===== config.mk =====
export PLATFORM = sky130hd
export DESIGN_NAME = two_level_weighted_rotating_queue
export DESIGN_NICKNAME = d
export VERILOG_FILES = /design/src/rtl/tlwrq_pkg.sv /design/src/rtl/two_level_weighted_rotating_queue.sv /design/src/rtl/tlwrq_dpath.sv /design/src/rtl/tlwrq_ctrl.sv
export VERILOG_INCLUDE_DIRS = /design/src /design/src/rtl
export SDC_FILE = /design/constraint.sdc
export NUM_CORES = 1
export LEC_CHECK = 0
export BUFFER_PORTS_ARGS = -buffer_cell sky130_fd_sc_hd__buf_4
export CORE_MARGIN = 2
export CORE_UTILIZATION = 38
export CTS_CLUSTER_DIAMETER = 150
export DETAILED_ROUTE_END_ITERATION = 6
export GPL_TIMING_DRIVEN = 0
export PLACE_DENSITY = 0.58
export RECOVER_POWER = 50
export SYNTH_ARGS = -nofsm -noshare
export SYNTH_HDL_FRONTEND = slang
export SYNTH_SLANG_ARGS = --single-unit

===== constraint.sdc =====
create_clock -name aclk -period 7.5 [get_ports aclk]
set_input_delay 1.875 -clock aclk [delete_from_list [all_inputs] [get_ports aclk]]
set_output_delay 1.875 -clock aclk [all_outputs]
set_load 0.01 [all_outputs]

===== src/rtl/two_level_weighted_rotating_queue_macros.svh =====
// Assertion helpers for the RTL, included by tlwrq_dpath.sv.
`ifndef TWO_LEVEL_WEIGHTED_ROTATING_QUEUE_MACROS_SVH
`define TWO_LEVEL_WEIGHTED_ROTATING_QUEUE_MACROS_SVH

// Same-cycle implication, clocked on aclk, off while in reset.
`define TLWRQ_ASSERT_IMP(name, pre, post) \
    name: assert property (@(posedge aclk) disable iff (!aresetn) (pre) |-> (post)) \
        else $error("tlwrq: check failed");

// Next-cycle implication, clocked on aclk, off while in reset.
`define TLWRQ_ASSERT_NXT(name, pre, post) \
    name: assert property (@(posedge aclk) disable iff (!aresetn) (pre) |=> (post)) \
        else $error("tlwrq: check failed");

`endif


===== src/rtl/tlwrq_pkg.sv =====
`default_nettype none

package tlwrq_pkg;

    localparam int ITEM_W = 16;     // item_id / item_out field width
    localparam int MODE_W = 2;      // mode field width
    localparam int STAT_W = 2;      // status field width
    localparam int SLOT_W = 4;

    // dequeue slot that prefers the low ring; counter wraps after it
    localparam logic [SLOT_W-1:0] SLOT_LAST = 4'd9;

    typedef enum logic [MODE_W-1:0] {
        MODE_ENQ_HIGH = 2'd0,
        MODE_ENQ_LOW  = 2'd1,
        MODE_DEQ      = 2'd2,
        MODE_NOP      = 2'd3
    } mode_t;

    typedef enum logic [STAT_W-1:0] {
        RES_OK      = 2'd0,
        RES_IGNORED = 2'd1,
        RES_FULL    = 2'd2,
        RES_EMPTY   = 2'd3
    } res_t;

    typedef enum logic [2:0] {
        CTL_IDLE,
        CTL_DECODE,
        CTL_SCAN,
        CTL_ENQ,
        CTL_DEQ,
        CTL_OUT
    } ctl_state_t;

    // controller -> datapath
    typedef struct packed {
        logic capture;      // latch input transfer
        logic scan_start;   // clear duplicate scan
        logic scan_step;    // one scan entry per cycle
        logic enq_commit;   // finish enqueue
        logic deq_read;     // pick ring, read its head
        logic deq_commit;   // rotate head to tail
        logic set_ignore;   // null id or unused mode
        logic out_load;     // move result into output register
    } tlwrq_cmd_t;

    // datapath -> controller
    typedef struct packed {
        mode_t mode;
        logic  id_null;
        logic  scan_done;
        logic  out_free;
    } tlwrq_stat_t;

endpackage

`default_nettype wire


===== src/rtl/two_level_weighted_rotating_queue.sv =====
// Enqueue: duplicate scan over both rings (one entry of each ring per cycle,
// each over its ring's single read port), then commit. Dequeue: read head, rotate.
// Null id or unused mode goes straight to the result. One item at a time: s_tready
// is high only while idle, so the next transfer waits until the result is loaded.
// Reset: aresetn synchronous, active low; rings empty, slot counter 0, no result.
`default_nettype none

module two_level_weighted_rotating_queue #(
    parameter int RING_DEPTH = 16,   // entries per ring, 2..256
    parameter int ID_WIDTH   = 16    // stored id bits, 4..64
) (
    input  wire logic                          aclk,
    input  wire logic                          aresetn,
    // input channel
    input  wire logic                          s_tvalid,
    output logic                               s_tready,
    input  wire logic [tlwrq_pkg::ITEM_W-1:0]  s_tdata,   // [15:0] item_id
    input  wire logic [tlwrq_pkg::MODE_W-1:0]  s_tuser,   // [1:0] mode
    // result channel
    output logic                               m_tvalid,
    input  wire logic                          m_tready,
    output logic [tlwrq_pkg::ITEM_W-1:0]       m_tdata,   // [15:0] item_out
    output logic [tlwrq_pkg::STAT_W:0]         m_tuser    // [0] item_valid, [2:1] status
);
    import tlwrq_pkg::*;

    // Controller walks one item at a time: capture, decode, then either
    // the duplicate scan + enqueue commit, or the dequeue read + rotate.
    // Result is parked in an output register so the next input transfer
    // can be taken while the result still waits on m_tready.
    tlwrq_cmd_t  cmd;
    tlwrq_stat_t stat;

    tlwrq_ctrl u_ctrl (
        .aclk     (aclk),
        .aresetn  (aresetn),
        .s_tvalid (s_tvalid),
        .s_tready (s_tready),
        .stat     (stat),
        .cmd      (cmd)
    );

    // Datapath: both ring memories, head/fill pointers, slot counter,
    // scan compare and the output register.
    tlwrq_dpath #(
        .RING_DEPTH (RING_DEPTH),
        .ID_WIDTH   (ID_WIDTH)
    ) u_dpath (
        .aclk     (aclk),
        .aresetn  (aresetn),
        .cmd      (cmd),
        .stat     (stat),
        .s_tdata  (s_tdata),
        .s_tuser  (s_tuser),
        .m_tvalid (m_tvalid),
        .m_tready (m_tready),
        .m_tdata  (m_tdata),
        .m_tuser  (m_tuser)
    );

endmodule

`default_nettype wire


===== src/rtl/tlwrq_dpath.sv =====
`default_nettype none

`include "two_level_weighted_rotating_queue_macros.svh"

module tlwrq_dpath #(
    parameter int RING_DEPTH = 16,
    parameter int ID_WIDTH   = 16
) (
    input  wire logic                          aclk,
    input  wire logic                          aresetn,
    input  wire tlwrq_pkg::tlwrq_cmd_t         cmd,
    output tlwrq_pkg::tlwrq_stat_t             stat,
    input  wire logic [tlwrq_pkg::ITEM_W-1:0]  s_tdata,
    input  wire logic [tlwrq_pkg::MODE_W-1:0]  s_tuser,
    output logic                               m_tvalid,
    input  wire logic                          m_tready,
    output logic [tlwrq_pkg::ITEM_W-1:0]       m_tdata,
    output logic [tlwrq_pkg::STAT_W:0]         m_tuser
);
    import tlwrq_pkg::*;

    localparam int PTR_W  = (RING_DEPTH > 1) ? $clog2(RING_DEPTH) : 1;
    localparam int FILL_W = $clog2(RING_DEPTH + 1);
    localparam int SUM_W  = FILL_W + 1;
    localparam logic [FILL_W-1:0] DEPTH_F = FILL_W'(RING_DEPTH);
    localparam logic [PTR_W-1:0]  LAST_P  = PTR_W'(RING_DEPTH - 1);

    // (base + off) mod depth, sum stays below twice the depth
    function automatic logic [PTR_W-1:0] ring_pos(input logic [PTR_W-1:0]  base,
                                                   input logic [FILL_W-1:0] off);
        logic [SUM_W-1:0] sum;
        sum = SUM_W'(base) + SUM_W'(off);
        if (sum >= SUM_W'(RING_DEPTH)) begin
            sum = sum - SUM_W'(RING_DEPTH);
        end
        return sum[PTR_W-1:0];
    endfunction

    function automatic logic [PTR_W-1:0] ptr_inc(input logic [PTR_W-1:0] p);
        return (p == LAST_P) ? '0 : p + 1'b1;
    endfunction

    // ring storage
    logic [ID_WIDTH-1:0] hi_mem [RING_DEPTH];
    logic [ID_WIDTH-1:0] lo_mem [RING_DEPTH];
    logic [ID_WIDTH-1:0] hi_rd_reg, lo_rd_reg;

    // control state
    logic [PTR_W-1:0]  hi_head_reg, hi_head_next, lo_head_reg, lo_head_next;
    logic [FILL_W-1:0] hi_fill_reg, hi_fill_next, lo_fill_reg, lo_fill_next;
    logic [SLOT_W-1:0] slot_reg, slot_next;
    logic              m_valid_reg, m_valid_next;

    // per-item working registers
    mode_t             mode_reg, mode_next;
    logic [ID_WIDTH-1:0] id_reg, id_next;
    logic [FILL_W-1:0] idx_reg, idx_next;
    logic              cmp_hv_reg, cmp_hv_next, cmp_lv_reg, cmp_lv_next;
    logic              hit_reg, hit_next;
    logic              sel_low_reg, sel_low_next, sel_empty_reg, sel_empty_next;
    logic [ID_WIDTH-1:0] res_item_reg, res_item_next;
    logic              res_valid_reg, res_valid_next;
    res_t              res_status_reg, res_status_next;
    logic [ID_WIDTH-1:0] m_item_reg, m_item_next;
    logic              m_ivalid_reg, m_ivalid_next;
    res_t              m_status_reg, m_status_next;

    logic [ID_WIDTH-1:0] id_in;
    logic [PTR_W-1:0]    hi_tail, lo_tail, hi_raddr, lo_raddr;
    logic [ID_WIDTH-1:0] deq_data, wdata;
    logic                enq_low, tgt_full, enq_ok, deq_ok, hi_we, lo_we, scan_done;

    // id field mapped onto the stored width
    for (genvar i = 0; i < ID_WIDTH; i++) begin : g_id_in
        if (i < ITEM_W) begin : g_bit
            assign id_in[i] = s_tdata[i];
        end else begin : g_zero
            assign id_in[i] = 1'b0;
        end
    end

    for (genvar j = 0; j < ITEM_W; j++) begin : g_out
        if (j < ID_WIDTH) begin : g_bit
            assign m_tdata[j] = m_item_reg[j];
        end else begin : g_zero
            assign m_tdata[j] = 1'b0;
        end
    end

    assign hi_tail   = ring_pos(hi_head_reg, hi_fill_reg);
    assign lo_tail   = ring_pos(lo_head_reg, lo_fill_reg);
    assign hi_raddr  = cmd.deq_read ? hi_head_reg : ring_pos(hi_head_reg, idx_reg);
    assign lo_raddr  = cmd.deq_read ? lo_head_reg : ring_pos(lo_head_reg, idx_reg);
    assign enq_low   = (mode_reg == MODE_ENQ_LOW);
    assign tgt_full  = enq_low ? (lo_fill_reg == DEPTH_F) : (hi_fill_reg == DEPTH_F);
    assign deq_data  = sel_low_reg ? lo_rd_reg : hi_rd_reg;
    assign enq_ok    = cmd.enq_commit && !hit_reg && !tgt_full;
    assign deq_ok    = cmd.deq_commit && !sel_empty_reg;
    assign hi_we     = (enq_ok && !enq_low) || (deq_ok && !sel_low_reg);
    assign lo_we     = (enq_ok && enq_low) || (deq_ok && sel_low_reg);
    assign wdata     = cmd.enq_commit ? id_reg : deq_data;
    assign scan_done = (idx_reg >= hi_fill_reg) && (idx_reg >= lo_fill_reg);

    assign stat.mode      = mode_reg;
    assign stat.id_null   = (id_reg == '0);
    assign stat.scan_done = scan_done;
    assign stat.out_free  = !m_valid_reg || m_tready;

    assign m_tvalid = m_valid_reg;
    assign m_tuser  = {m_status_reg, m_ivalid_reg};

    always_comb begin
        hi_head_next    = hi_head_reg;
        lo_head_next    = lo_head_reg;
        hi_fill_next    = hi_fill_reg;
        lo_fill_next    = lo_fill_reg;
        slot_next       = slot_reg;
        m_valid_next    = m_valid_reg;
        mode_next       = mode_reg;
        id_next         = id_reg;
        idx_next        = idx_reg;
        cmp_hv_next     = cmp_hv_reg;
        cmp_lv_next     = cmp_lv_reg;
        hit_next        = hit_reg;
        sel_low_next    = sel_low_reg;
        sel_empty_next  = sel_empty_reg;
        res_item_next   = res_item_reg;
        res_valid_next  = res_valid_reg;
        res_status_next = res_status_reg;
        m_item_next     = m_item_reg;
        m_ivalid_next   = m_ivalid_reg;
        m_status_next   = m_status_reg;

        if (cmd.capture) begin
            mode_next = mode_t'(s_tuser);
            id_next   = id_in;
        end

        if (cmd.scan_start) begin
            idx_next    = '0;
            hit_next    = 1'b0;
            cmp_hv_next = 1'b0;
            cmp_lv_next = 1'b0;
        end

        // compare last cycle's read, issue the next one
        if (cmd.scan_step) begin
            hit_next = hit_reg
                     | (cmp_hv_reg && (hi_rd_reg == id_reg))
                     | (cmp_lv_reg && (lo_rd_reg == id_reg));
            cmp_hv_next = (idx_reg < hi_fill_reg);
            cmp_lv_next = (idx_reg < lo_fill_reg);
            if (!scan_done) begin
                idx_next = idx_reg + 1'b1;
            end
        end

        if (cmd.deq_read) begin
            if (slot_reg == SLOT_LAST) begin
                sel_low_next = (lo_fill_reg != '0) || (hi_fill_reg == '0);
            end else begin
                sel_low_next = (hi_fill_reg == '0);
            end
            sel_empty_next = (hi_fill_reg == '0) && (lo_fill_reg == '0);
        end

        if (cmd.set_ignore) begin
            res_item_next   = '0;
            res_valid_next  = 1'b0;
            res_status_next = RES_IGNORED;
        end

        if (cmd.enq_commit) begin
            res_item_next  = '0;
            res_valid_next = 1'b0;
            if (hit_reg) begin
                res_status_next = RES_IGNORED;
            end else if (tgt_full) begin
                res_status_next = RES_FULL;
            end else begin
                res_status_next = RES_OK;
            end
            if (enq_ok && enq_low) begin
                lo_fill_next = lo_fill_reg + 1'b1;
            end
            if (enq_ok && !enq_low) begin
                hi_fill_next = hi_fill_reg + 1'b1;
            end
        end

        if (cmd.deq_commit) begin
            slot_next = (slot_reg >= SLOT_LAST) ? '0 : slot_reg + 1'b1;
            if (sel_empty_reg) begin
                res_item_next   = '0;
                res_valid_next  = 1'b0;
                res_status_next = RES_EMPTY;
            end else begin
                res_item_next   = deq_data;
                res_valid_next  = 1'b1;
                res_status_next = RES_OK;
                if (sel_low_reg) begin
                    lo_head_next = ptr_inc(lo_head_reg);
                end else begin
                    hi_head_next = ptr_inc(hi_head_reg);
                end
            end
        end

        if (cmd.out_load) begin
            m_valid_next  = 1'b1;
            m_item_next   = res_item_reg;
            m_ivalid_next = res_valid_reg;
            m_status_next = res_status_reg;
        end else if (m_valid_reg && m_tready) begin
            m_valid_next = 1'b0;
        end
    end

    always_ff @(posedge aclk) begin
        if (!aresetn) begin
            hi_head_reg <= '0;
            lo_head_reg <= '0;
            hi_fill_reg <= '0;
            lo_fill_reg <= '0;
            slot_reg    <= '0;
            m_valid_reg <= 1'b0;
        end else begin
            hi_head_reg <= hi_head_next;
            lo_head_reg <= lo_head_next;
            hi_fill_reg <= hi_fill_next;
            lo_fill_reg <= lo_fill_next;
            slot_reg    <= slot_next;
            m_valid_reg <= m_valid_next;
        end
    end

    always_ff @(posedge aclk) begin
        mode_reg       <= mode_next;
        id_reg         <= id_next;
        idx_reg        <= idx_next;
        cmp_hv_reg     <= cmp_hv_next;
        cmp_lv_reg     <= cmp_lv_next;
        hit_reg        <= hit_next;
        sel_low_reg    <= sel_low_next;
        sel_empty_reg  <= sel_empty_next;
        res_item_reg   <= res_item_next;
        res_valid_reg  <= res_valid_next;
        res_status_reg <= res_status_next;
        m_item_reg     <= m_item_next;
        m_ivalid_reg   <= m_ivalid_next;
        m_status_reg   <= m_status_next;
    end

    // ring memories: one write and one registered read per cycle each
    always_ff @(posedge aclk) begin
        if (hi_we) begin
            hi_mem[hi_tail] <= wdata;
        end
        hi_rd_reg <= hi_mem[hi_raddr];
    end

    always_ff @(posedge aclk) begin
        if (lo_we) begin
            lo_mem[lo_tail] <= wdata;
        end
        lo_rd_reg <= lo_mem[lo_raddr];
    end

    `TLWRQ_ASSERT_IMP(a_fill_bound, 1'b1, (hi_fill_reg <= DEPTH_F) && (lo_fill_reg <= DEPTH_F))
    `TLWRQ_ASSERT_IMP(a_slot_range, 1'b1, slot_reg <= SLOT_LAST)
    `TLWRQ_ASSERT_NXT(a_deq_result, deq_ok, res_valid_reg && (res_status_reg == RES_OK))
    `TLWRQ_ASSERT_NXT(a_enq_fill, enq_ok && !enq_low, hi_fill_reg == $past(hi_fill_reg) + 1'b1)

endmodule

`default_nettype wire


===== src/rtl/tlwrq_ctrl.sv =====
`default_nettype none

module tlwrq_ctrl (
    input  wire logic                    aclk,
    input  wire logic                    aresetn,
    input  wire logic                    s_tvalid,
    output logic                         s_tready,
    input  wire tlwrq_pkg::tlwrq_stat_t  stat,
    output tlwrq_pkg::tlwrq_cmd_t        cmd
);
    import tlwrq_pkg::*;

    ctl_state_t state_reg, state_next;
    logic       is_enq;

    assign is_enq = (stat.mode == MODE_ENQ_HIGH) || (stat.mode == MODE_ENQ_LOW);

    always_ff @(posedge aclk) begin
        if (!aresetn) begin
            state_reg <= CTL_IDLE;
        end else begin
            state_reg <= state_next;
        end
    end

    // next state
    always_comb begin
        state_next = state_reg;
        case (state_reg)
            CTL_IDLE: begin
                if (s_tvalid) begin
                    state_next = CTL_DECODE;
                end
            end
            CTL_DECODE: begin
                if (is_enq && !stat.id_null) begin
                    state_next = CTL_SCAN;
                end else if (stat.mode == MODE_DEQ) begin
                    state_next = CTL_DEQ;
                end else begin
                    state_next = CTL_OUT;
                end
            end
            CTL_SCAN: begin
                if (stat.scan_done) begin
                    state_next = CTL_ENQ;
                end
            end
            CTL_ENQ:    state_next = CTL_OUT;
            CTL_DEQ:    state_next = CTL_OUT;
            CTL_OUT: begin
                if (stat.out_free) begin
                    state_next = CTL_IDLE;
                end
            end
            default:    state_next = CTL_IDLE;
        endcase
    end

    // outputs
    always_comb begin
        cmd      = '0;
        s_tready = 1'b0;
        case (state_reg)
            CTL_IDLE: begin
                s_tready    = 1'b1;
                cmd.capture = s_tvalid;
            end
            CTL_DECODE: begin
                if (is_enq && !stat.id_null) begin
                    cmd.scan_start = 1'b1;
                end else if (stat.mode == MODE_DEQ) begin
                    cmd.deq_read = 1'b1;
                end else begin
                    cmd.set_ignore = 1'b1;
                end
            end
            CTL_SCAN:  cmd.scan_step  = 1'b1;
            CTL_ENQ:   cmd.enq_commit = 1'b1;
            CTL_DEQ:   cmd.deq_commit = 1'b1;
            CTL_OUT:   cmd.out_load   = stat.out_free;
            default: begin
                cmd      = '0;
                s_tready = 1'b0;
            end
        endcase
    end

endmodule

`default_nettype wire


# --- Word-level counts from Yosys, hierarchy flattened ---
# Memories as Yosys holds them, arrays and structs flattened. A register that Yosys moved wholly into a read port is not among the register bits.
# Cells that the tools add are included.
word_totals:
  ram_bits: 512
  memories: 2
  wordCells: 167
  reg_bits: 92
mem_list:
  columns: ["memory", "depth", "width", "rd", "rd_ports_with_merged_regs", "wr", "line", "source"]
  rows:
  - ["u_dpath.hi_mem", 16, 16, 1, 1, 1, "tlwrq_dpath.sv:44", "logic [ID_WIDTH-1:0] hi_mem [RING_DEPTH];"]
  - ["u_dpath.lo_mem", 16, 16, 1, 1, 1, "tlwrq_dpath.sv:45", "logic [ID_WIDTH-1:0] lo_mem [RING_DEPTH];"]
op_classes:
  n_eq_ne: 17
  n_mux: 60
  magnitude_cmp: 9
  bitwise_logic: 4
  reduce_logical: 40
  add_sub_neg: 14
ops:
  columns: ["operator", "count"]
  rows:
  - ["$mux W16", 6]
  - ["$mux W4", 9]
  - ["$eq A16 B16 Y1", 2]
  - ["$mux W1", 31]
  - ["$add A4 B5 Y6", 4]
  - ["$ge A6 B5 Y1 const B", 4]
  - ["$logic_not A16 Y1", 1]
  - ["$sub A4 B1 Y4 const B", 4]
  - ["$add A5 B1 Y5 const B", 3]
  - ["$mux W5", 3]
  - ["$pmux W3 S5", 1]
  - ["$logic_and A1 B1 Y1", 13]
  - ["$add A4 B1 Y4 const B", 3]
  - ["$eq A4 B4 Y1 const B", 3]
  - ["$mux W2", 6]
  - ["$mux W3", 4]
  - ["$eq A5 B5 Y1 const B", 2]
  - ["$ge A5 B5 Y1", 2]
  - ["$logic_not A5 Y1", 2]
  - ["$lt A5 B5 Y1", 2]
  - ["$reduce_and A3 Y1", 3]
  - ["$logic_not A1 Y1", 7]
  - ["$eq A3 B2 Y1 const B", 2]
  - ["$eq A3 B3 Y1 const B", 2]
  - ["16 further kinds", 25]

# --- Longest topological paths before layout ---
# Gate-level depths: netlist of the first run.
logic_depth:
  ltp_word: 8
  depth_mapped: 11
  depth_no_buf: 9

# --- Cells and area by module ---
# From an unflattened synthesis of the first run, not the netlist that was laid out.
unflattened:
  hier_cells: 1306
  area_unflattened_um2: 25801.0
modules_own_cells:
  columns: ["module", "instances", "area_each_um2", "cells_each"]
  rows:
  - ["tlwrq_dpath", 1, 25544.5, 1274]
  - ["tlwrq_ctrl", 1, 256.5, 32]

# --- Worst setup path before layout of the first run ---
# OpenSTA, ideal clock, no wires.
synth_path:
  path_type: "input -> register"
  start: "in m_tready"
  end: "reg u_dpath.m_ivalid_reg (enable)"
  path_buffers: 0
  path_stages: 2
  setup_slack_ns: 3.798
  setup_ns: 0.419
  t_arrival_ns: 3.283
  t_required_ns: 7.081
  path_cell_list: "nor2b_1 > nor3_1"
synth_lines:
  columns: ["item", "line", "source"]
  rows:
  - ["from (decl)", "two_level_weighted_rotating_queue.sv:21", "input wire logic m_tready,"]
  - ["to (signal assigned)", "tlwrq_dpath.sv:250", "m_ivalid_reg <= m_ivalid_next;"]
  - ["to (decl)", "tlwrq_dpath.sv:65", "logic m_ivalid_reg, m_ivalid_next;"]

# --- Worst setup path after layout of the first run ---
layout_path:
  start: "reg u_dpath.mode_reg[0]"
  end: "reg u_dpath.lo_rd_reg[4] (read register of u_dpath.lo_mem)"
layout_via:
  elab_chain_len: 6
  elab_cells_between_ends: 9
  classes_between: "eq/ne: 2; mux: 4; reduce/logical: 3"
layout_rtl:
  columns: ["item", "line", "source"]
  rows:
  - ["from (decl)", "tlwrq_dpath.sv:55", "mode_t mode_reg, mode_next;"]
  - ["from (signal assigned)", "tlwrq_dpath.sv:238", "mode_reg <= mode_next;"]
  - ["$eq A2 B1 Y1 / $logic_not A2 Y1 (equally long branches)", "tlwrq_ctrl.sv:16", "assign is_enq = (stat.mode == MODE_ENQ_HIGH) || (stat.mode == MODE_ENQ_LOW);"]
  - ["$logic_or A1 B1 Y1", "tlwrq_ctrl.sv:16", null]
  - ["$logic_and A1 B1 Y1", "tlwrq_ctrl.sv:70", "if (is_enq && !stat.id_null) begin"]
  - ["$mux W1 (*)", "tlwrq_ctrl.sv:70", null]
  - ["$mux W1 (*)", "tlwrq_ctrl.sv:64", "case (state_reg)"]
  - ["$mux W4 (*)", "tlwrq_dpath.sv:93", "assign lo_raddr = cmd.deq_read ? lo_head_reg : ring_pos(lo_head_reg, idx_reg);"]
  - ["to (decl)", "tlwrq_dpath.sv:46", "logic [ID_WIDTH-1:0] hi_rd_reg, lo_rd_reg;"]
# Every way passes the cells marked *; elsewhere a longest branch is shown, timed or not.
# A chain may end at the register's enable or synchronous reset.

==> impl_metrics.tcl, run 1 <==
set metrics [dict create \
    status "complete, but fails checks" \
    violations "max-capacitance violations, max-slew violations" \
    drv_cap 15 \
    synth.top_cells.by_count "edfxtp_1, nand2_1, a21oi_1, nor2_1" \
    rows 95 \
    place_congestion 0.862 \
    dieArea_sq_um 70500 \
    fin_setup_tns_ns 0 \
    cts-buffers-inserted 67 \
    num-nets-final 1780 \
    ir_drop_mv 0.169 \
    drtAntennaViolNets 0 \
    vias 14600 \
    multi_input_area_sq_um 6900 \
    setup_slack_ns 2.86 \
    grt_max_degree 33 \
    finalPower_mw 7.73 \
    hpwl_um 45500 \
    path_delay_family "simple AND/OR/NAND/NOR gates" \
    clkSinkCount 636 \
    regArea_sq_um 18500 \
    drt_iter0_drc 1314 \
    drt_pass1_iterations 5 \
    top_regs "u_dpath.hi_mem: 256 flops, u_dpath.lo_mem: 256 flops" \
    postSynthCellCount 1576 \
    overflow 0 \
    critical_path.max_stage_delay_ns 1.39 \
    mappedNetlistNets 1634 \
    clk_latency_ns 0.60 \
    ys_seq_area_share_pct 71.1 \
    cts.path.max_buffers 3 \
    hold_viol 0 \
    dp_slack_ns 3.37 \
    tightest_slew_ns 3.00 \
    finalCritPeriodShare_pct 61.8 \
    cp.buffers_inverters 1 \
    viasPerCell 5.53 \
    cts-htree-levels 3 \
    wire_per_inst_um 24.7 \
    final.setup_skew_ns 0.0256 \
    synth_area_leaders "edfxtp_1, dfxtp_1, mux4_2" \
    grt.total_usage_pct 18.7 \
    design_area_sq_um 29800 \
    leakagePower_nw 9.97 \
    synth.top_cell.area_share_pct 66.2 \
    syn_to_final_growth_pct 14.9 \
    ys_types 70 \
    crit_type "reg -> reg" \
    final_layout_size_suffix_gt1_share_pct 18.4 \
    relSlewSlack_pct -100 \
    p_per_area_nw_per_um2 259 \
    ys_async_sr_fraction_pct 0 \
    critPathMaxFanout 10 \
    fill_cells 5838 \
    rrSetupSlack_ns 2.86 \
    worstPathRequired_ns 7.95 \
    synth.avg_cell_area_sq_um 16.5 \
    drc_errors 0 \
    port_buffers 42 \
    final_util_pct 44.3 \
    routed_wl_um 65400 \
    place_area_sq_um 28300 \
    cts-root-buf "clkbuf_16" \
    ios 43 \
    worstSetupEndpointType "flip-flop" \
    yosysTopAreaCell "edfxtp_1" \
    clk_pin_slew_ns 0.06 \
    setup_viol_count_final 0 \
    core_sq_um 67400 \
    ys.flop_type "edfxtp_1" \
    die_height_um 265 \
    start_kind "flip-flop" \
    finalMaxSlewViolations 294 \
    hold_buffers 0 \
    cp_data_arrival_time_ns 5.08 \
    fmax_ghz 0.216 \
    grt_pass1_vias 14800 \
    synth_area_sq_um 26000 \
    worst_path_max_delay_cell "nor4b_1" \
    grt_first_pass_wirelength_um 96700 \
    synth_enable_flop_cells 573 \
    synth.ff_latch_count 636 \
    hold_path_class "reg -> reg" \
    postCtsSetupBuffers 0 \
    post_cts_resized 0 \
    diodes 0 \
    ys_warn_count 0 \
    synthMostInstantiatedCell "edfxtp_1" \
    die_w_um 265 \
    antenna_found_initial 1 \
    tritoncts "yes" \
    fin_crit_ns 4.64 \
    start_util_pct 38.5 \
    rsz0062_at_grt "no" \
    path_cells "nor4b_1 -> a21boi_1 -> nor2_1 -> clkbuf_1 -> mux4_2 -> o22ai_1 -> a211oi_1" \
]
[path summary, 6_finish.rpt]
kind / from / to / depth (start not counted)
worst min-delay path: u_dpath.res_item_reg[7]$_SDFFCE_PP0P_ / u_dpath.m_tdata[7]$_DFFE_PP_ / 0
worst min register to register: u_dpath.res_item_reg[7]$_SDFFCE_PP0P_ / u_dpath.m_tdata[7]$_DFFE_PP_ / 0
worst max register to register: u_dpath.mode_reg[0]$_DFFE_PP_ / u_dpath.lo_rd_reg[4]$_DFF_P_ / 7
worst max-delay path: u_dpath.mode_reg[0]$_DFFE_PP_ / u_dpath.lo_rd_reg[4]$_DFF_P_ / 7
[cell families (layout without fill, tap and decap cells)]
family          after synthesis  after routing  synth area share, %
flops                       636            636                 71.1
compound gates              342            342                 10.1
simple gates                315            315                 5.99
buf+inv                     111            306                 2.62
mux                          82             82                 6.52
xor+xnor                     54             54                 1.82
fa+ha+maj                    36             36                 1.85
[placed cells by master, fill, tap and decap left out, types with 11 or more instances in the layout]
cell type,synthesis,routed
clkbuf_16,0,67
buf_2,20,20
a21oi_1,94,93
inv_1,33,33
nor2b_1,11,11
a2111oi_2,18,18
nor2_1,84,54
o21ai_0,21,21
a2111oi_0,14,14
o22ai_1,32,32
clkbuf_1,30,72
xor2_1,15,15
ha_1,32,32
a211oi_1,14,14
and3_1,38,38
a211oi_2,18,18
mux4_2,45,45
a22o_1,63,63
mux4_1,19,19
clkinv_1,0,11
mux2i_1,18,18
clkbuf_4,0,19
nor2_2,1,31
clkinv_2,0,14
buf_4,9,23
xnor2_1,39,39
nand4_1,13,13
nand2_1,99,99
edfxtp_1,573,573
buf_8,1,16
dfxtp_1,63,63
nand3_1,13,13
[per-layer routing]
| layer | vias to the layer above | track usage, % | wire [um] |
|---|---|---|---|
| li1 | 6539 | - | - |
| met3 | 98 | 2.67 | 3640 |
| met2 | 423 | 30.3 | 30900 |
| met1 | 7571 | 25.9 | 28800 |
| met5 | - | 0 | 0 |
| met4 | 0 | 6.26 | 2020 |
[per-stage QoR]
stage	cells	hold WS, ns
6_report	2644	0.419
2_1_floorplan	1576	0.400
3_3_place_gp	2491	0.404
4_1_cts	2644	0.419
5_1_grt	2644	0.428
3_5_place_dp	2526	0.405
[power by group]
group | switching (mW) | total (mW) | internal (mW) | leakage (nW)
clock network | 1.34 | 3.20 | 1.87 | 1.03
registers | 0.0498 | 4.05 | 4.00 | 5.67
logic | 0.348 | 0.480 | 0.133 | 3.27
total | 1.73 | 7.73 | 6.00 | 9.97
[layout make-up]
cell class	count	share of cell area, %
clock inverter	35	1.09
multi-input combinational	829	23.1
tap	873	3.66
timing repair buffer	77	2.09
buffer	78	1.85
sequential	636	61.9
clock buffer	83	5.89
inverter	33	0.415
(Power assumes the default switching activity.)
==> inputs of run 2 (changes only) <==
==> constraint.sdc (replaced) <==
create_clock -name aclk -period 4.5 [get_ports aclk]
set_input_delay 1.125 -clock aclk [delete_from_list [all_inputs] [get_ports aclk]]
set_output_delay 1.125 -clock aclk [all_outputs]
set_load 0.01 [all_outputs]
==> impl_metrics.tcl, run 2 (same netlist as run 1, synthesis figures left out) <==
set metrics [dict create \
    status "complete, but fails checks" \
    violations "max-capacitance violations, max-slew violations" \
    setup_viol_count_final 0 \
    fmax_ghz 0.243 \
    place_area_sq_um 28300 \
    drt_iter0_drc 1209 \
    worstSetupEndpointType "flip-flop" \
    dp_cells 2526 \
    pwr-share-clk_pct 41.3 \
    final_layout_size_suffix_gt1_share_pct 18.2 \
    ir_drop_mv 0.282 \
    overflow 0 \
    die_height_um 265 \
    path_delay_family "buffers and inverters" \
    drt_pass1_iterations 5 \
    p_comb_share_pct 6.6 \
    core_sq_um 67400 \
    design_area_sq_um 30000 \
    fin_crit_ns 4.11 \
    top_regs "u_dpath.hi_mem: 256 flops, u_dpath.lo_mem: 256 flops" \
    crit_type "reg -> reg" \
    finalPower_mw 12.9 \
    grt_pass1_vias 14800 \
    hold_buffers 0 \
    start_util_pct 38.5 \
    final.setup_skew_ns 0.0221 \
    finalMaxSlewViolations 277 \
    port_buffers 42 \
    rows 95 \
    grt_max_degree 33 \
    tightest_slew_ns 2.41 \
    die_w_um 265 \
    leakagePower_nw 10.0 \
    rsz0062_at_grt "no" \
    setup_slack_ns 0.387 \
    relSlewSlack_pct -62.4 \
    worst_path_max_delay_cell "a21oi_1" \
    antenna_found_initial 1 \
    grt.total_usage_pct 18.7 \
    clk_pin_slew_ns 0.06 \
    routed_wl_um 65400 \
    path_cells "clkbuf_1 -> clkbuf_1 -> nand3b_1 -> clkbuf_1 -> a21oi_1 -> clkbuf_1" \
    drv_cap 13 \
    instances_no_fill 2644 \
    drtAntennaViolNets 0 \
    postCtsSetupBuffers 0 \
    worstPathRequired_ns 4.74 \
    vias 14700 \
    place_congestion 0.862 \
    hold_viol 0 \
    dieArea_sq_um 70500 \
    tritoncts "yes" \
    final_cell_mix "edfxtp_1, nand2_1, a21oi_1, clkbuf_1, clkbuf_16" \
    syn_to_final_growth_pct 15.4 \
    clkSinkCount 636 \
    cts.path.max_buffers 3 \
    start_kind "flip-flop" \
    wire_per_inst_um 24.7 \
    p_seq_share_pct 52.2 \
    final_common_cell "edfxtp_1" \
    ios 43 \
    clk_latency_ns 0.60 \
    cp.buffers_inverters 4 \
    p_int_mw 10.0 \
    num-nets-final 1780 \
    cts-buffers-inserted 67 \
    cts-htree-levels 3 \
    drc_errors 0 \
    finalCritPeriodShare_pct 91.4 \
    cts-root-buf "clkbuf_16" \
    dp_slack_ns 0.371 \
    cp_data_arrival_time_ns 4.35 \
    post_cts_resized 0 \
    critical_path.max_stage_delay_ns 1.34 \
    diodes 0 \
    hpwl_um 45500 \
    grt_first_pass_wirelength_um 96700 \
    viasPerCell 5.56 \
    p_sw_share_pct 22.4 \
    crit_top_cell "clkbuf_1" \
    critPathMaxFanout 17 \
    p_switching_mw 2.89 \
    p_per_area_nw_per_um2 431 \
    hold_path_class "reg -> reg" \
]
==> run 2: final cells by class <==
cell class                      instances  area, sq um
Sequential cell                       636        18500
Inverter                               33          124
Clock buffer                           83         1760
Tap cell                              873         1090
Fill cell                            5824        37400
Multi-Input combinational cell        829         6920
Timing Repair Buffer                   77          749
Buffer                                 78          552
Clock inverter                         35          325
==> run 2: worst register-to-register path: stages, from the launching register on <==
cell,delay (ns)
dfxtp_1,0.30
clkbuf_1,0.32
clkbuf_1,0.36
nand3b_1,0.27
clkbuf_1,0.33
a21oi_1,1.34
clkbuf_1,0.82
==> run 2: metal layers <==
| layer | global-route usage, % | vias up | wire length (um) | part of all wire, % |
|---|---|---|---|---|
| li1 | - | 6549 | - | - |
| met1 | 25.9 | 7606 | 28200 | 43 |
| met2 | 30.3 | 461 | 31300 | 48 |
| met3 | 2.67 | 97 | 4000 | 6.1 |
| met4 | 6.26 | 0 | 1920 | 2.9 |
| met5 | 0 | - | 0 | 0 |
==> run 2: final timing paths <==
kind	startpoint	endpoint	slack (ns)	depth (start not counted)
hold / removal	u_dpath.res_item_reg[7]$_SDFFCE_PP0P_	u_dpath.m_tdata[7]$_DFFE_PP_	0.42	0
setup / recovery	u_ctrl.state_reg[1]$_SDFFE_PN0P_	u_dpath.hi_mem[14][3]$_DFFE_PP_	0.39	6
setup reg to reg	u_ctrl.state_reg[1]$_SDFFE_PN0P_	u_dpath.hi_mem[14][3]$_DFFE_PP_	0.39	6
hold reg to reg	u_dpath.res_item_reg[7]$_SDFFCE_PP0P_	u_dpath.m_tdata[7]$_DFFE_PP_	0.42	0
==> run 2: stage by stage <==
step	setup TNS [ns]	utilization, %	hold WS, ns
3_3_place_gp	-20.30	40.6	0.404
2_1_floorplan	0	-	0.400
6_report	0	44.5	0.418
4_1_cts	0	45.1	0.419
5_1_grt	0	44.5	0.428
3_5_place_dp	0	42.0	0.405
==> run 2: power groups by stage <==
stage               registers, mW  logic, mW  clock network [mW]
floorplan                    6.82      0.453                   0
global placement             6.88      0.778                   0
detailed placement           6.85      0.930                   0
CTS                          6.73      0.933                5.45
global route                 6.74      0.911                5.68
finish                       6.74      0.851                5.33
==> inputs of run 3 (changes only) <==
--- a/config.mk
+++ b/config.mk
@@ -7,11 +7,11 @@
 export NUM_CORES = 1
 export LEC_CHECK = 0
 export BUFFER_PORTS_ARGS = -buffer_cell sky130_fd_sc_hd__buf_4
-export CORE_MARGIN = 2
 export CORE_UTILIZATION = 38
 export CTS_CLUSTER_DIAMETER = 150
 export DETAILED_ROUTE_END_ITERATION = 6
 export GPL_TIMING_DRIVEN = 0
+export MAX_ROUTING_LAYER = met4
 export PLACE_DENSITY = 0.58
 export RECOVER_POWER = 50
 export SYNTH_ARGS = -nofsm -noshare
==> impl_metrics.tcl, run 3 (same netlist as run 1, synthesis figures left out) <==
set metrics [dict create \
    dieArea_sq_um 69400 \
    rows 95 \
    multi_input_area_sq_um 6930 \
    finalCritPeriodShare_pct 88.6 \
    hpwl_um 45200 \
    crit_type "reg -> reg" \
    violations "max-capacitance violations, max-slew violations" \
    post_cts_resized 0 \
    start_util_pct 38.5 \
    cts-buffers-inserted 67 \
    ios 43 \
    setup_slack_ns 0.513 \
    cp.buffers_inverters 1 \
    dp_slack_ns 0.281 \
    hold_buffers 0 \
    die_w_um 263 \
    cts.path.max_buffers 3 \
    startpoint "u_dpath.mode_reg[1]$_DFFE_PP_" \
    core_sq_um 67400 \
    diodes 0 \
    hold_viol 0 \
    final_layout_size_suffix_gt1_share_pct 18.5 \
    antenna_found_initial 0 \
    fill_cells 5848 \
    drt_pass1_iterations 5 \
    status "complete, but fails checks" \
    min_from "u_dpath.res_item_reg[13]$_SDFFCE_PP0P_" \
    hold_path_class "reg -> reg" \
    leakagePower_nw 10.0 \
    finalMaxSlewViolations 407 \
    start_kind "flip-flop" \
    regArea_sq_um 18500 \
    worst_path_max_delay_cell "a211oi_1" \
    tritoncts "yes" \
    final_common_cell "edfxtp_1" \
    relSlewSlack_pct -38.4 \
    ir_drop_mv 0.225 \
    wire_per_inst_um 24.9 \
    grt_pass1_vias 14900 \
    syn_to_final_growth_pct 15.5 \
    clk_latency_ns 0.61 \
    critPathMaxFanout 16 \
    final_cell_mix "edfxtp_1, nand2_1, a21oi_1, clkbuf_1, clkbuf_16" \
    vias 14700 \
    path_cells "clkbuf_1 -> nor2b_1 -> a211oi_1 -> nor2_1 -> or3b_1 -> nor2_2" \
    tightest_slew_ns 2.08 \
    rsz0062_at_grt "no" \
    setup_viol_count_final 0 \
    num-nets-final 1781 \
    port_buffers 42 \
    grt_max_degree 33 \
    cts-root-buf "clkbuf_16" \
    die_height_um 263 \
    critical_path.max_stage_delay_ns 0.90 \
    cp_data_arrival_time_ns 4.19 \
    worstSetupEndpointType "flip-flop" \
    drt_iter0_drc 1275 \
    grt_first_pass_wirelength_um 98300 \
    fin_crit_ns 3.99 \
    drc_errors 0 \
    overflow 0 \
    drv_cap 15 \
    viasPerCell 5.55 \
    clk_pin_slew_ns 0.06 \
    clkSinkCount 636 \
    postCtsSetupBuffers 0 \
    top_regs "u_dpath.hi_mem: 256 flops, u_dpath.lo_mem: 256 flops" \
    r2r-start "u_dpath.mode_reg[1]$_DFFE_PP_" \
    cts-htree-levels 3 \
    worstPathRequired_ns 4.71 \
    final.setup_skew_ns 0.0292 \
    drtAntennaViolNets 0 \
    grt.total_usage_pct 19.7 \
    p_per_area_nw_per_um2 432 \
    path_delay_family "simple AND/OR/NAND/NOR gates" \
    place_congestion 0.902 \
    fin_setup_tns_ns 0 \
    routed_wl_um 65900 \
    fmax_ghz 0.251 \
    final_util_pct 44.5 \
]
[run 3: path summary, 6_finish.rpt]
check	end	cells after the start	slack, ns
setup / recovery	u_dpath.hi_mem[5][13]$_DFFE_PP_	6	0.51
hold / removal	u_dpath.m_tdata[13]$_DFFE_PP_	0	0.42
setup reg to reg	u_dpath.hi_mem[5][13]$_DFFE_PP_	6	0.51
hold reg to reg	u_dpath.m_tdata[13]$_DFFE_PP_	0	0.42
[run 3: where the power goes]
part	switching, mW	total [mW]	internal, mW
sequential	0.0811	6.74	6.66
combinational	0.596	0.840	0.244
clock	2.32	5.40	3.08
total	3.00	13.0	9.98
[run 3: cell type report]
type	instances	share of cell area [%]
flip-flops and latches	636	61.5
plain buffers	78	1.84
well taps	873	3.64
clock buffers	82	5.91
clock inverters	40	1.27
repair buffers	78	2.32
multi-input cells	829	23.1
inverters	33	0.413
[run 3: through the flow]
step | std cells | hold WS [ns] | area [sq um] | total power, mW
after floorplan | 1576 | 0.400 | 26000 | 7.27
after global placement | 2491 | 0.406 | 27400 | 7.66
after detailed placement | 2527 | 0.405 | 28300 | 7.77
after CTS | 2649 | 0.419 | 30400 | 13.1
after global routing | 2649 | 0.428 | 30000 | 13.4
final | 2649 | 0.420 | 30000 | 13.0
[run 3: metal layers]
metal | wire length [um] | up-vias | GRT usage [%]
met2 | 32200 | 471 | 31.5
met4 | 1590 | 0 | 6.34
met5 | 0 | - | -
li1 | - | 6547 | -
met1 | 28600 | 7593 | 26.4
met3 | 3510 | 97 | 2.32
[run 3: worst register-to-register path, cell delays in order (launching register included)]
cell and delay (ns):
edfxtp_1 0.55, clkbuf_1 0.45, nor2b_1 0.12, a211oi_1 0.90, nor2_1 0.17, or3b_1 0.57
nor2_2 0.83
